`src/rtl/canrx_pkg.sv`:
```
`default_nettype none
// ----------------------------------------------------------------------------
// canrx_pkg
// Shared types, codes and default sizes of the CAN receive queue store.
// ----------------------------------------------------------------------------
package canrx_pkg;

  // default sizes handed down from the top level
  localparam int unsigned BUS_COUNT_DEF     = 4;
  localparam int unsigned FIFO_DEPTH_DEF    = 16;
  localparam int unsigned SLOTS_PER_BUS_DEF = 16;

  localparam int unsigned ID_W     = 29;
  localparam int unsigned LEN_W    = 4;
  localparam int unsigned DATA_W   = 64;
  localparam int unsigned BUS_W    = 4;
  localparam int unsigned MASK_W   = 4;
  localparam int unsigned PADDR_W  = 3;
  localparam int unsigned PDATA_W  = 32;

  localparam logic [LEN_W-1:0] MAX_LEN = 4'd8;

  // register index, taken from paddr[2]
  localparam logic REG_BUS_ONLINE_MASK = 1'b0;

  typedef enum logic [2:0] {
    STAT_READ    = 3'd0,
    STAT_EMPTY   = 3'd1,
    STAT_OFFLINE = 3'd2,
    STAT_STORED  = 3'd3,
    STAT_FULL    = 3'd4,
    STAT_NOSLOT  = 3'd5
  } status_e;

  typedef enum logic {
    OP_STORE = 1'b0,
    OP_READ  = 1'b1
  } op_e;

  typedef struct packed {
    op_e               op;
    logic [BUS_W-1:0]  bus_index;
    logic [ID_W-1:0]   frame_id;
    logic [LEN_W-1:0]  frame_length;
    logic [DATA_W-1:0] payload;
  } in_item_t;

  typedef struct packed {
    status_e           status;
    logic [ID_W-1:0]   out_id;
    logic [LEN_W-1:0]  out_length;
    logic [DATA_W-1:0] out_payload;
  } out_item_t;

  typedef struct packed {
    logic [LEN_W-1:0]  length;
    logic [DATA_W-1:0] data;
  } frame_entry_t;

endpackage
`default_nettype wire

```
`src/rtl/canrx_apb_regs.sv`:
```
`default_nettype none
// ----------------------------------------------------------------------------
// canrx_apb_regs
// APB register file holding the bus online mask.
// ----------------------------------------------------------------------------
module canrx_apb_regs
  import canrx_pkg::*;
(
  input  wire logic               clk_i,
  input  wire logic               rst_ni,
  input  wire logic               psel,
  input  wire logic               penable,
  input  wire logic               pwrite,
  input  wire logic [PADDR_W-1:0] paddr,
  input  wire logic [PDATA_W-1:0] pwdata,
  output logic      [PDATA_W-1:0] prdata,
  output logic                    pready,
  output logic      [MASK_W-1:0]  mask_o
);

  logic [MASK_W-1:0] mask_q;
  logic              wr_en;

  assign wr_en  = psel && penable && pwrite;
  assign pready = 1'b1;
  assign mask_o = mask_q;

  always_ff @(posedge clk_i or negedge rst_ni) begin
    if (!rst_ni) begin
      mask_q <= '0;
    end else if (wr_en && (paddr[2] == REG_BUS_ONLINE_MASK)) begin
      mask_q <= pwdata[MASK_W-1:0];
    end
  end

  always_comb begin
    prdata = '0;
    if (paddr[2] == REG_BUS_ONLINE_MASK) begin
      prdata = {{(PDATA_W-MASK_W){1'b0}}, mask_q};
    end
  end

endmodule
`default_nettype wire

```
`config.mk`:
```
export PLATFORM = sky130hd
export DESIGN_NAME = canrx_apb_regs
export DESIGN_NICKNAME = d
export VERILOG_FILES = /design/src/rtl/canrx_pkg.sv /design/src/rtl/canrx_apb_regs.sv
export SDC_FILE = /design/constraint.sdc
export NUM_CORES = 1
export LEC_CHECK = 0
export BUFFER_PORTS_ARGS = -buffer_cell sky130_fd_sc_hd__buf_2
export CELL_PAD_IN_SITES_DETAIL_PLACEMENT = 0
export CELL_PAD_IN_SITES_GLOBAL_PLACEMENT = 1
export CORE_ASPECT_RATIO = 1.4
export CORE_MARGIN = 3
export CORE_UTILIZATION = 15
export CTS_BUF_LIST = sky130_fd_sc_hd__clkbuf_4 sky130_fd_sc_hd__clkbuf_8
export DETAILED_ROUTE_END_ITERATION = 7
export PLACE_DENSITY = 0.75
export SLEW_MARGIN = 10
export SYNTH_ARGS = -nofsm -noshare
export SYNTH_HDL_FRONTEND = slang
export SYNTH_SLANG_ARGS = --single-unit
```
`constraint.sdc`:
```
create_clock -name clk_i -period 0.95 [get_ports clk_i]
set_input_delay 0.0475 -clock clk_i [delete_from_list [all_inputs] [get_ports clk_i]]
set_output_delay 0.0475 -clock clk_i [all_outputs]
set_load 0.005 [all_outputs]
```
# Word level (Yosys, flattened, before mapping)
# Cells that the tools add are included.
[word_totals] register_bits=4 input_bits=40 output_inout_bits=37 wordCells=6
[classes] mux=1 bitwise_logic=1 n_reduce_logical=3
[op_table] op="$mux W4" n=1
[op_table] op="$logic_and A1 B1 Y1" n=3
[op_table] op="$not A1 Y1" n=1

# Longest topological paths before layout
[depth] ltp_word=3 ltp_mapped=2 ltp_nobuf=2

# Least setup slack after synthesis
# Ideal clock, no wire load.
[synth_path] path_kind="register to register" from="reg, netlist name mask_o[0]" to="reg mask_q[0], in the netlist mask_o[0]" arrival_time_ps=625 t_required_ps=825 path_slack_ps=200 path_stages_with_launch=2 n_path_buf=0 path_cell_list="dfrtp_1 -> mux2_2"
[synth_rtl] element="end signal: assignment" line_no="canrx_apb_regs.sv:32" rtl="mask_q <= pwdata[MASK_W-1:0];"
[synth_rtl] element="end: declaration" line_no="canrx_apb_regs.sv:21" rtl="logic [MASK_W-1:0] mask_q;"

# Worst setup path after layout
[layout_path] from="reg mask_q[1], in the netlist mask_o[1]" to="out prdata[1]"
[layout_between] elab_chain_len=1
[layout_lines] element="$mux W4" line_no="canrx_apb_regs.sv:38" rtl="if (paddr[2] == REG_BUS_ONLINE_MASK) begin"
[layout_lines] element="end: declaration" line_no="canrx_apb_regs.sv:16" rtl="output logic [PDATA_W-1:0] prdata,"
# No other way between the ends.

==> results.ini <==
[clocking]
cts.reportedPaths.clkPinSlew_ns=0.04
root_buffer=clkbuf_4
numCtsBuffers=3
clk_latency_ns=0.23
tritoncts=done
cts_sinks=4
cts_max_level=1
clockBufferDepth=2

[sta]
rsz0062_at_grt=true
skew_ns=0
fin_crit_sh_pct=105
fin_crit_ns=0.995
finalHoldViolCount=0
setup_viol=4
fmax_mhz=1010
slew_violations=0
finalWorstSetupSlack_ns=-0.0450
tns_ns=-0.125

[logic_synthesis]
ys.flop_type=dfrtp_1
avgSynthCellArea_sq_um=9.75
synth_common_cells=buf_4 (29), and2b_2 (4), dfrtp_1 (4), mux2_2 (4), conb_1 (2)
synth_area_leaders=buf_4 (51%), dfrtp_1 (23%), mux2_2 (10%)
synth_top_area_share_pct=50.7
synthesis.instances=44
ys_seq_area_share_pct=23.3
yosysMostFrequentCell=buf_4
synth.distinct_cells=6
synth_edf_count=0
synth-seq-cells=4
syn_area_sq_um=429
synth_top_cell_by_area=buf_4
synth_warnings=0
async_flop_share_pct=100

[floorplanning]
fp.dieW_microns=51.2
die_y_microns=69.3
core_sq_um=2670
num_io_pins=77
row_count=22
initial_core_util_pct=16.1
dieArea_sq_um=3550

[power]
vdd_drop_max_mv=0.650
power_density_nw_per_um2=1390
p_leak_uw=0.000306

[cells_and_area]
seq_area_sq_um=100
drive_gt1_share_pct=49.3
multi_input_area_sq_um=213
area_delta_synth_final_pct=18.7
fin_util_pct=19.1
nNetsFinal=109
antenna_cells=0
n_fill_cell=307
largest_register_ffs=4

[hold_path]
hold_path_class=input pin to register
whs_path_depth=2
min_from=pwdata[1]

[critical_path]
r2r_slack_ns=0.05
arrival_ns=0.95
worst_setup_path_end_kind=primary output
worstReg2RegStart=mask_o[0]$_DFFE_PN0P_
start_kind=register
critical_path.max_fanout=2
crit_required_ns=0.90
ff2ff_path_depth=2
path_class=register to primary output
crit_start=mask_o[1]$_DFFE_PN0P_

[grt]
antenna_found_initial=0
grt_pass1_vias=244
grt_max_degree=6
overflow=0
track_usage_pct=4.83
grt_pass1_wl_microns=1190

[placement]
portBuffers=17
gp_congestion=0.675
dpl.hpwl_microns=725

[detailed_routing]
wl_microns=866
route.met3.wl_microns=143
first_pass_iters=2
postRouteAntennaNets=0
dr_wl_met2_microns=434
top_layer=met3
drc_errors=0
wl_met1_microns=288
vias_per_cell=2.73
route.vias.total=281
drt_iter0_drc=1
wl_per_cell_microns=8.41

[job]
maxCapViolations=0

[outcome]
outcome=complete, but fails checks
violations=negative setup slack

power by group:
part | internal, uW | total (uW) | switching (uW)
Combinational | 152 | 260 | 108
Sequential | 209 | 241 | 31.3
Clock | 141 | 208 | 67.1
Total | 502 | 708 | 206
final cells by class:
| cell class | count | area share [%] |
|---|---|---|
| multi-input combinational | 38 | 41.8 |
| timing repair buffer | 22 | 25.3 |
| sequential | 4 | 19.7 |
| tap | 36 | 8.85 |
| clock buffer | 3 | 4.42 |
path summary, 6_finish.rpt:
kind	to
worst max-delay path	prdata[1]
worst min-delay path	mask_o[1]$_DFFE_PN0P_
worst max register to register	mask_o[0]$_DFFE_PN0P_
worst min register to register	mask_o[3]$_DFFE_PN0P_
max in group asynchronous	mask_o[3]$_DFFE_PN0P_
min in group asynchronous	mask_o[1]$_DFFE_PN0P_
worst max-delay path, cell delays in order (launching register included):
cell	delay [ns]
dfrtp_1	0.40
and2b_2	0.20
buf_2	0.12
routing by layer:
metal / global-route usage, % / vias to the layer above
met5: 0 / -
met1: 4.71 / 122
met3: 1.29 / 0
met2: 7.89 / 33
met4: 4.49 / 0
li1: - / 126
layout by cell type, fill, tap and decap left out, drive strengths merged:
master and n:
clkbuf 3, and2b 4, buf 21, mux2 4, dfrtp 4, dlygate4sd3 1, nand4b 1, conb 29
kinds of logic after synthesis:
family                 count (synthesis)  synth area share [%]
flip-flops                             4                  23.3
multiplexers                           4                  10.5
buffers and inverters                 29                  50.7
AND/OR/NAND/NOR                        5                  13.7
other                                  2                  1.75
per-stage QoR:
stage / hold WS (ns) / instance area (sq um) / instances / power [uW] / setup WS, ns
2_1_floorplan: -0.248 / 531 / 71 / 412 / 0.200
3_3_place_gp: -0.149 / 443 / 95 / 429 / 0.178
3_5_place_dp: -0.143 / 443 / 95 / 437 / 0.142
4_1_cts: 0.0339 / 505 / 103 / 722 / -0.0452
5_1_grt: 0.0494 / 509 / 103 / 764 / -0.0667
6_report: 0.0469 / 509 / 103 / 708 / -0.0450
timing repair:
| action | in CTS | in global routing |
|---|---|---|
| endpoints found under the hold margin | 4 | 0 |
| hold buffers | 1 | 0 |
| endpoints found under the setup margin | 4 | 8 |
| buffers inserted | 4 | 0 |
| resized for setup | 0 | 1 |
No activity file was read; power rests on OpenSTA's default activity.
