$ cat src/rtl/canrx_pkg.sv
`default_nettype none
// ----------------------------------------------------------------------------
// canrx_pkg
// Shared types, codes and default sizes of the CAN receive queue store.
// ----------------------------------------------------------------------------
package canrx_pkg;

  // default sizes handed down from the top level
  localparam int unsigned BUS_COUNT_DEF     = 4;
  localparam int unsigned FIFO_DEPTH_DEF    = 16;
  localparam int unsigned SLOTS_PER_BUS_DEF = 16;

  localparam int unsigned ID_W     = 29;
  localparam int unsigned LEN_W    = 4;
  localparam int unsigned DATA_W   = 64;
  localparam int unsigned BUS_W    = 4;
  localparam int unsigned MASK_W   = 4;
  localparam int unsigned PADDR_W  = 3;
  localparam int unsigned PDATA_W  = 32;

  localparam logic [LEN_W-1:0] MAX_LEN = 4'd8;

  // register index, taken from paddr[2]
  localparam logic REG_BUS_ONLINE_MASK = 1'b0;

  typedef enum logic [2:0] {
    STAT_READ    = 3'd0,
    STAT_EMPTY   = 3'd1,
    STAT_OFFLINE = 3'd2,
    STAT_STORED  = 3'd3,
    STAT_FULL    = 3'd4,
    STAT_NOSLOT  = 3'd5
  } status_e;

  typedef enum logic {
    OP_STORE = 1'b0,
    OP_READ  = 1'b1
  } op_e;

  typedef struct packed {
    op_e               op;
    logic [BUS_W-1:0]  bus_index;
    logic [ID_W-1:0]   frame_id;
    logic [LEN_W-1:0]  frame_length;
    logic [DATA_W-1:0] payload;
  } in_item_t;

  typedef struct packed {
    status_e           status;
    logic [ID_W-1:0]   out_id;
    logic [LEN_W-1:0]  out_length;
    logic [DATA_W-1:0] out_payload;
  } out_item_t;

  typedef struct packed {
    logic [LEN_W-1:0]  length;
    logic [DATA_W-1:0] data;
  } frame_entry_t;

endpackage
`default_nettype wire

$ cat src/rtl/canrx_seq.sv
`default_nettype none
// ----------------------------------------------------------------------------
// canrx_seq
// Sequencer with the slot table: walks the claimed slots of a bus through
// one key comparator, then updates queue pointers and the frame store.
// ----------------------------------------------------------------------------
module canrx_seq
  import canrx_pkg::*;
#(
  parameter int unsigned BUS_COUNT     = BUS_COUNT_DEF,
  parameter int unsigned FIFO_DEPTH    = FIFO_DEPTH_DEF,
  parameter int unsigned SLOTS_PER_BUS = SLOTS_PER_BUS_DEF,
  parameter int unsigned FA_W          = 10
) (
  input  wire logic              clk_i,
  input  wire logic              rst_ni,
  input  wire logic [MASK_W-1:0] mask_i,
  input  wire logic              in_valid_i,
  output logic                   in_ready_o,
  input  wire in_item_t          in_data_i,
  output logic                   out_valid_o,
  input  wire logic              out_ready_i,
  output out_item_t              out_data_o,
  output logic                   fs_we_o,
  output logic      [FA_W-1:0]   fs_waddr_o,
  output frame_entry_t           fs_wdata_o,
  output logic                   fs_re_o,
  output logic      [FA_W-1:0]   fs_raddr_o,
  input  wire frame_entry_t      fs_rdata_i
);

  localparam int unsigned TOTAL = BUS_COUNT * SLOTS_PER_BUS;
  localparam int unsigned TS_W  = (TOTAL > 1) ? $clog2(TOTAL) : 1;
  localparam int unsigned S_W   = (SLOTS_PER_BUS > 1) ? $clog2(SLOTS_PER_BUS) : 1;
  localparam int unsigned F_W   = $clog2(SLOTS_PER_BUS + 1);
  localparam int unsigned C_W   = $clog2(FIFO_DEPTH + 1);
  localparam int unsigned H_W   = (FIFO_DEPTH > 1) ? $clog2(FIFO_DEPTH) : 1;
  localparam int unsigned B_W   = (BUS_COUNT > 1) ? $clog2(BUS_COUNT) : 1;
  localparam int unsigned BUS_N = 2 ** BUS_W;

  localparam logic [BUS_W:0] BUS_LIM   = (BUS_W + 1)'(BUS_COUNT);
  localparam logic [C_W-1:0] DEPTH_C   = C_W'(FIFO_DEPTH);
  localparam logic [H_W:0]   DEPTH_H   = (H_W + 1)'(FIFO_DEPTH);
  localparam logic [H_W-1:0] HEAD_LAST = H_W'(FIFO_DEPTH - 1);
  localparam logic [F_W-1:0] SLOTS_F   = F_W'(SLOTS_PER_BUS);

  typedef struct packed {
    logic [ID_W-1:0] key;
    logic [C_W-1:0]  count;
    logic [H_W-1:0]  head;
  } slot_ent_t;

  typedef enum logic [6:0] {
    S_IDLE     = 7'b0000001,
    S_CHECK    = 7'b0000010,
    S_SRCH_RD  = 7'b0000100,
    S_SRCH_CMP = 7'b0001000,
    S_MISS     = 7'b0010000,
    S_FRD      = 7'b0100000,
    S_DONE     = 7'b1000000
  } state_e;

  state_e           state_q, state_d;
  in_item_t         item_q, item_d;
  logic [TS_W-1:0]  base_q, base_d;
  logic [TS_W-1:0]  slot_q, slot_d;
  logic [FA_W-1:0]  fbase_q, fbase_d;
  logic [S_W-1:0]   s_q, s_d;
  logic [F_W-1:0]   fill_q [BUS_COUNT];
  logic [F_W-1:0]   fill_d [BUS_COUNT];
  out_item_t        res_q, res_d;
  out_item_t        out_q, out_d;
  logic             out_valid_q, out_valid_d;

  // slot table memory
  slot_ent_t        slot_mem_q [TOTAL];
  slot_ent_t        slot_rd_q;
  logic             slot_we, slot_re;
  logic [TS_W-1:0]  slot_waddr, slot_raddr;
  slot_ent_t        slot_wdata;

  logic [BUS_N-1:0] mask_ext;
  logic             offline;
  logic [F_W-1:0]   fill_sel;
  logic             hit;
  logic [H_W:0]     psum;
  logic [H_W-1:0]   pos;
  logic [TS_W-1:0]  claim_slot;

  // buses without a mask bit read as offline
  assign mask_ext = {{(BUS_N - MASK_W){1'b0}}, mask_i};
  assign offline  = ({1'b0, item_q.bus_index} >= BUS_LIM) || !mask_ext[item_q.bus_index];
  assign fill_sel = fill_q[item_q.bus_index[B_W-1:0]];
  // the shared key comparator
  assign hit      = (slot_rd_q.key == item_q.frame_id);
  // append position, head + count is below twice the depth
  assign psum     = (H_W + 1)'(slot_rd_q.head) + (H_W + 1)'(slot_rd_q.count);
  assign pos      = (psum >= DEPTH_H) ? H_W'(psum - DEPTH_H) : H_W'(psum);
  assign claim_slot = base_q + TS_W'(fill_sel);

  always_comb begin
    state_d     = state_q;
    item_d      = item_q;
    base_d      = base_q;
    slot_d      = slot_q;
    fbase_d     = fbase_q;
    s_d         = s_q;
    fill_d      = fill_q;
    res_d       = res_q;
    out_d       = out_q;
    out_valid_d = out_valid_q;
    in_ready_o  = 1'b0;
    slot_we     = 1'b0;
    slot_re     = 1'b0;
    slot_waddr  = slot_q;
    slot_raddr  = base_q + TS_W'(s_q);
    slot_wdata  = '0;
    fs_we_o     = 1'b0;
    fs_waddr_o  = '0;
    fs_wdata_o  = '0;
    fs_re_o     = 1'b0;
    fs_raddr_o  = '0;

    if (out_valid_q && out_ready_i) begin
      out_valid_d = 1'b0;
    end

    case (state_q)
      S_IDLE: begin
        in_ready_o = 1'b1;
        if (in_valid_i) begin
          item_d = in_data_i;
          if (in_data_i.frame_length > MAX_LEN) begin
            item_d.frame_length = MAX_LEN;
          end
          base_d  = TS_W'(in_data_i.bus_index * SLOTS_PER_BUS);
          s_d     = '0;
          res_d   = '0;
          state_d = S_CHECK;
        end
      end
      S_CHECK: begin
        if (offline) begin
          res_d.status = STAT_OFFLINE;
          state_d      = S_DONE;
        end else if (fill_sel == '0) begin
          state_d = S_MISS;
        end else begin
          state_d = S_SRCH_RD;
        end
      end
      S_SRCH_RD: begin
        slot_re = 1'b1;
        slot_d  = slot_raddr;
        fbase_d = FA_W'(slot_raddr * FIFO_DEPTH);
        state_d = S_SRCH_CMP;
      end
      S_SRCH_CMP: begin
        if (hit) begin
          if (item_q.op == OP_STORE) begin
            if (slot_rd_q.count >= DEPTH_C) begin
              res_d.status = STAT_FULL;
            end else begin
              fs_we_o           = 1'b1;
              fs_waddr_o        = fbase_q + FA_W'(pos);
              fs_wdata_o.length = item_q.frame_length;
              fs_wdata_o.data   = item_q.payload;
              slot_we           = 1'b1;
              slot_wdata        = slot_rd_q;
              slot_wdata.count  = slot_rd_q.count + C_W'(1);
              res_d.status      = STAT_STORED;
            end
            state_d = S_DONE;
          end else if (slot_rd_q.count == '0) begin
            res_d.status = STAT_EMPTY;
            state_d      = S_DONE;
          end else begin
            fs_re_o          = 1'b1;
            fs_raddr_o       = fbase_q + FA_W'(slot_rd_q.head);
            slot_we          = 1'b1;
            slot_wdata       = slot_rd_q;
            slot_wdata.count = slot_rd_q.count - C_W'(1);
            slot_wdata.head  = (slot_rd_q.head == HEAD_LAST) ? '0
                                                             : slot_rd_q.head + H_W'(1);
            res_d.status     = STAT_READ;
            res_d.out_id     = item_q.frame_id;
            state_d          = S_FRD;
          end
        end else if (F_W'(s_q) + F_W'(1) == fill_sel) begin
          state_d = S_MISS;
        end else begin
          s_d     = s_q + S_W'(1);
          state_d = S_SRCH_RD;
        end
      end
      S_MISS: begin
        if (item_q.op == OP_READ) begin
          res_d.status = STAT_EMPTY;
        end else if (fill_sel < SLOTS_F) begin
          // claim the next free slot of this bus
          fs_we_o           = 1'b1;
          fs_waddr_o        = FA_W'(claim_slot * FIFO_DEPTH);
          fs_wdata_o.length = item_q.frame_length;
          fs_wdata_o.data   = item_q.payload;
          slot_we           = 1'b1;
          slot_waddr        = claim_slot;
          slot_wdata.key    = item_q.frame_id;
          slot_wdata.count  = C_W'(1);
          slot_wdata.head   = '0;
          fill_d[item_q.bus_index[B_W-1:0]] = fill_sel + F_W'(1);
          res_d.status      = STAT_STORED;
        end else begin
          res_d.status = STAT_NOSLOT;
        end
        state_d = S_DONE;
      end
      S_FRD: begin
        res_d.out_length  = fs_rdata_i.length;
        res_d.out_payload = fs_rdata_i.data;
        state_d           = S_DONE;
      end
      S_DONE: begin
        if (!out_valid_q || out_ready_i) begin
          out_d       = res_q;
          out_valid_d = 1'b1;
          state_d     = S_IDLE;
        end
      end
      default: begin
        state_d = S_IDLE;
      end
    endcase
  end

  always_ff @(posedge clk_i or negedge rst_ni) begin
    if (!rst_ni) begin
      state_q     <= S_IDLE;
      s_q         <= '0;
      out_valid_q <= 1'b0;
      for (int b = 0; b < BUS_COUNT; b++) begin
        fill_q[b] <= '0;
      end
    end else begin
      state_q     <= state_d;
      s_q         <= s_d;
      out_valid_q <= out_valid_d;
      fill_q      <= fill_d;
    end
  end

  always_ff @(posedge clk_i) begin
    item_q  <= item_d;
    base_q  <= base_d;
    slot_q  <= slot_d;
    fbase_q <= fbase_d;
    res_q   <= res_d;
    out_q   <= out_d;
  end

  always_ff @(posedge clk_i) begin
    if (slot_we) begin
      slot_mem_q[slot_waddr] <= slot_wdata;
    end
    if (slot_re) begin
      slot_rd_q <= slot_mem_q[slot_raddr];
    end
  end

  assign out_valid_o = out_valid_q;
  assign out_data_o  = out_q;

  // compare only sees slot data read in the cycle before
  a_cmp_after_rd: assert property (@(posedge clk_i) disable iff (!rst_ni)
    state_q == S_SRCH_CMP |-> $past(state_q) == S_SRCH_RD)
    else $error("slot compare without a slot read");

  a_count_bound: assert property (@(posedge clk_i) disable iff (!rst_ni)
    slot_we |-> slot_wdata.count <= DEPTH_C)
    else $error("queue count beyond depth");

  a_out_from_done: assert property (@(posedge clk_i) disable iff (!rst_ni)
    $rose(out_valid_q) |-> $past(state_q) == S_DONE)
    else $error("result raised outside the done state");

  a_frame_read: assert property (@(posedge clk_i) disable iff (!rst_ni)
    fs_re_o |=> state_q == S_FRD && res_q.status == STAT_READ)
    else $error("frame read not followed by result capture");

  a_fill_bound: assert property (@(posedge clk_i) disable iff (!rst_ni)
    (state_q == S_CHECK && !offline) |-> fill_sel <= SLOTS_F)
    else $error("slot fill count beyond slots per bus");

endmodule
`default_nettype wire

$ cat config.mk
export PLATFORM = sky130hd
export DESIGN_NAME = canrx_seq
export DESIGN_NICKNAME = d
export VERILOG_FILES = /design/src/rtl/canrx_pkg.sv /design/src/rtl/canrx_seq.sv
export SDC_FILE = /design/constraint.sdc
export NUM_CORES = 2
export LEC_CHECK = 0
export BUFFER_PORTS_ARGS = -buffer_cell sky130_fd_sc_hd__buf_2
export CAP_MARGIN = 10
export CORE_AREA = 2 2 327 653
export CTS_BUF_LIST = sky130_fd_sc_hd__clkbuf_4
export CTS_CLUSTER_SIZE = 10
export DETAILED_ROUTE_END_ITERATION = 6
export DIE_AREA = 0 0 329 655
export PLACE_DENSITY = 0.67
export SETUP_SLACK_MARGIN = 0.5
export SLEW_MARGIN = 10
export SYNTH_ARGS = -nofsm -noshare
export SYNTH_HDL_FRONTEND = slang
export SYNTH_SLANG_ARGS = --single-unit
$ cat constraint.sdc
create_clock -name clk_i -period 7 [get_ports clk_i]
set_input_delay 0 -clock clk_i [delete_from_list [all_inputs] [get_ports clk_i]]
set_output_delay 0 -clock clk_i [all_outputs]
set_load 0.05 [all_outputs]
======== Yosys cells after proc, flatten, opt, wreduce, memory -nomap -nowiden ========
Memories as Yosys holds them, arrays and structs flattened. A register that Yosys moved wholly into a read port is not among the register bits.
Index checks and enable logic that the tools add are counted.
word-level totals
  flip-flop bits (word level) ............. 342
  memory bits (writable) .................. 2432
  input port bits ......................... 178
  output and inout bits ................... 192
  logic and storage cells ................. 165
  memories kept ........................... 1
operators by class
  $add $sub $neg .......................... 12
  order comparisons ....................... 8
  equal/unequal tests ..................... 18
  mux-type cells .......................... 82
  bitwise operators ....................... 2
  reduce and logical (&&, ||, !) cells .... 20
memories
  name        words  width  rd ports  clocked after memory_dff  wr ports  RTL line         text
  slot_mem_q  64     38     1         1                         1         canrx_seq.sv:76  slot_ent_t slot_mem_q [TOTAL];
operators with widths
  operator               number
  $mux W68               5
  $pmux W68 S2           2
  $mux W38               6
  $mux W100              1
  $mux W10               9
  $pmux W38 S2           1
  $mux W29               2
  $pmux W29 S2           1
  $mux W7                6
  $pmux W7 S6            1
  $mux W32               1
  $eq A29 B29 Y1         1
  $mux W5                5
  $add A10 B4 Y10        2
  $bwmux W20             1
  $mux W1                20
  $mux W4                5
  $pmux W10 S2           1
  $mux W6                3
  $ne A2 B2 Y1 const B   8
  $mux W3                5
  $pmux W3 S4            1
  $add A5 B1 Y5 const B  2
  $bmux W5 S2            1
  other kinds (40)       52

======== Depth between registers and ports, before layout ========
  word-level depth ........................ 10
  depth in mapped cells ................... 10
  depth with buffers taken out ............ 9

======== Worst setup path before layout ========
OpenSTA, ideal clock, no wires.
  kind .................................... register to register
  from .................................... register out_valid_q, in the netlist out_valid_o
  to ...................................... register out_q, in the netlist out_data_o[0], enable pin
  library setup time ...................... 570 ps
  arrival time ............................ 5160 ps
  data required time ...................... 6430 ps
  setup slack ............................. 1270 ps
  stages on the path, launching flop included .. 3
  path buffers ............................ 0
  period minus slack after synthesis ...... 5730 ps
  cells stage by stage .................... dfrtp_1 -> nand2b_1 -> nor2b_1
between the ends
  longest elaborated chain between the ends .. 3
RTL lines
  what                                RTL line          text
  start: declaration                  canrx_seq.sv:73   logic out_valid_q, out_valid_d;
  start signal: assignment            canrx_seq.sv:246  out_valid_q <= out_valid_d;
  $logic_not A1 Y1                    canrx_seq.sv:223  if (!out_valid_q || out_ready_i) begin
  $logic_or A1 B1 Y1                  canrx_seq.sv:223
  $reduce_and A2 Y1 (no source line)  n/a
  end signal: assignment              canrx_seq.sv:257  out_q <= out_d;
  end: declaration                    canrx_seq.sv:72   out_item_t out_q, out_d;
Every way passes these cells.
A chain may end at the register's enable or synchronous reset.

==> metrics <==
post-cts resize count 0; sequential area share after synthesis 78.8%; Final nets 5909; Clock Latency Late Sink 1260 ps; clock power share 38.0%; critical path required time 7000 ps; vias in the first global route 54344; Top cell by count, worst path buf_4; CTS tree built; Post-synth EDFFs 2778; Mapped Area 107000 um2; first-pass GRT wire length 383 mm; share of the synthesized area in the top cell type 78.1%; Pins Over Slew Limit 0; Final Hold Vio Count 0; largest net degree at the start of global routing 138; Num Clock Sinks 2810; Synth async-reset ratio 1.14%; FF+latch count, synth 2810; initial drt markers 6626; internal power 25.1 mW; Unique masters post-synth 55; placed cell count 7450; layout cell share with drive strength beyond 1 37.8%; Comb pwr share 3.2%; endpoint class of the critical path output port; final worst slack 1890 ps; Cell Count, Final, Fillers Out 8949; Post-Route Utilization 59.3%; min-delay worst type in -> reg; Vias 52963; setup TNS 0 ps; Clock Skew 112 ps; RSZ-0062 raised after global routing no; Cells after Synth 4406; Filler cells 14782; Setup CP Type reg -> out; P_leak 34.6 nW; final WL 270 mm; core area 211000 um2; Crit path largest cell delay 840 ps; IO Count 370; actual slew at the worst max-slew pin 1170 ps; average size of a mapped cell 24.2 um2; Syn Nets 4595; P&R area growth vs syn 17.1%; VDD IR-drop max 0.176 mV; DP HPWL 160 mm; Die Y 655 um; Tcrit/Tclk final 73.0%; Setup WS pre-CTS 2430 ps; ys flop type edfxtp_1; Routed Antenna Nets 0; Row Count 239; Total Die Area 215000 um2; Initial DRT Pass Iterations 7; MaxCap Viol Count 0; yosys warns 0; RD Place Congestion 0.900; crit-path leading delay family simple AND/OR/NAND/NOR gates; synth top area cells edfxtp_1 78%, mux4_2 17%, dfrtp_1 0.73%; Max Root-Sink Buffers 4; PD cells 256 nW/um2; clock-pin slew on the worst setup and hold paths 90 ps; cell area after layout 125000 um2; Tmin final 5110 ps; worst relative slew slack 21.8%; slowest library cell on the worst path nor3_2; status complete, but fails checks; CP cell instances xnor2_1 > nand4_1 > nor4_1 > nand3_1 > buf_4 > nor3_2 > nor2_4 > buf_4 > nor2b_1 > buf_2; worst path bufs/invs 3; final setup fails 0; Yosys top cell by area edfxtp_1; drc violations 3; P_sw 6.97 mW; antenna violations before repair 28; Flop pwr share 58.8%; global-route usage over all layers 25.1%; Arrival @ worst endpoint 5110 ps; vias per cell 5.92; max frequency 0.196 GHz; H-Tree Depth 6; failing checks DRC; Startpoint Class flip-flop; Root Buffer Master clkbuf_4; global route overflow 0; Post-DP Area 113000 um2; # port buffers 369; die span in x 329 um; total CTS buffers 600; worst-path fanout max 69; average wire per cell in the routed design 30.2 um; Sw Ratio 21.8%; Initial Util 50.7%
## Yosys cell counts (all sizes together), types with 2 or more instances
master,number
inv,17
or2,3
a22oi,3
o31ai,2
nor2,86
nand4,6
nand2b,6
a21oi,17
nand2,55
ha,10
dfrtp,31
and2,108
nor3,8
edfxtp,2778
o41ai,2
nor3b,3
o21bai,4
buf,91
o21ai,21
nor4b,2
mux2i,7
mux2,7
a22o,35
mux4,802
xor2,4
o221ai,3
nor4,9
nor2b,74
nand3,22
nand3b,5
or4,2
a21o,2
clkbuf,129
xnor2,39
## logic make-up (layout without fill, tap and decap cells)
group / count (synthesis) / in the layout / synth area share, %
flops: 2810 / 2810 / 78.8
mux: 816 / 816 / 17.0
simple gates: 393 / 393 / 2.03
buf+inv: 237 / 1998 / 0.927
compound gates: 96 / 96 / 0.661
xor+xnor: 43 / 43 / 0.353
fa+ha+maj: 11 / 11 / 0.136
other cells: 0 / 11 / 0
## per-stage QoR
| step | total power, mW | hold slack (ps) |
|---|---|---|
| final | 32.0 | 81.3 |
| after global routing | 33.1 | 34.0 |
| after CTS | 32.3 | 0.553 |
| after detailed placement | 20.0 | 102 |
| after global placement | 20.0 | 85.0 |
| after floorplan | 19.7 | -296 |
## power groups by stage
stage	sequential [mW]	clock [mW]	combinational [mW]
5_1_grt	18.8	13.2	1.08
4_1_cts	18.8	12.4	1.01
3_5_place_dp	19.2	0	0.814
3_3_place_gp	19.2	0	0.800
6_report	18.8	12.2	1.02
2_1_floorplan	19.3	0	0.404
## routing by layer
| layer | global-route usage, % | wire length, um | vias up |
|---|---|---|---|
| li1 | - | - | 21857 |
| met1 | 31.8 | 96800 | 27848 |
| met2 | 44.0 | 144000 | 2777 |
| met3 | 4.37 | 21400 | 469 |
| met4 | 8.12 | 7990 | 12 |
| met5 | 0 | 76 | - |
## flip-flops by register name (all words and copies together) (netlist names)
name and count:
slot_mem_q 2432, item_q 102, out_data_o 100, res_q 100, slot_rd_q 38, fill_q 20, state_q 7, slot_q 6
s_q 4, out_valid_o 1
## repair_timing
action	4_1_cts	5_1_grt
hold buffers	434	0
endpoints found under the setup margin	0	0
hold endpoints to repair	345	0
buffers inserted	0	0
## final cells by class
class / instances / area (um2) / share of cell area (%)
inverter: 17 / 66.3 / 0.0530
multi-input combinational: 1359 / 22300 / 17.8
tap: 2771 / 3470 / 2.77
clock buffer: 827 / 6210 / 4.96
clock inverter: 222 / 1310 / 1.05
sequential: 2810 / 84200 / 67.4
antenna: 11 / 27.5 / 0.0220
timing repair buffer: 932 / 7430 / 5.94
## path summary, 6_finish.rpt
path	from	to	slack (ps)	depth (start not counted)
hold reg to reg	res_q[72]	out_data_o[72]	380	0
max in group asynchronous	rst_ni	fill_q[15]	6390	5
hold / removal	in_data_i[84]	item_q[84]	80	3
setup / recovery	item_q[81]	fs_wdata_o[24]	1890	10
setup reg to reg	item_q[81]	slot_mem_q[29][1]	2310	8
min in group asynchronous	rst_ni	state_q[3]	340	5
## worst reg2reg max path, delay by kind of cell (launching register included)
| family | cells | cell delay [ps] |
|---|---|---|
| AND/OR/NAND/NOR | 5 | 2910 |
| flip-flops | 1 | 440 |
| buffers and inverters | 1 | 420 |
| AO/OA/AOI/OAI | 1 | 340 |
| XOR/XNOR | 1 | 200 |
## cell usage in the layout (no fill, tap or decap), types with 39 or more instances in the layout
master	synthesis	layout
and2_1	108	108
buf_2	74	369
buf_4	0	109
clkbuf_4	0	827
clkinv_1	0	145
dlygate4sd3_1	0	433
edfxtp_1	2778	2778
mux4_2	802	802
nand2_1	49	49
nor2_4	0	69
nor2b_1	74	73
xnor2_1	39	39
No activity file was read; power rests on OpenSTA's default activity.
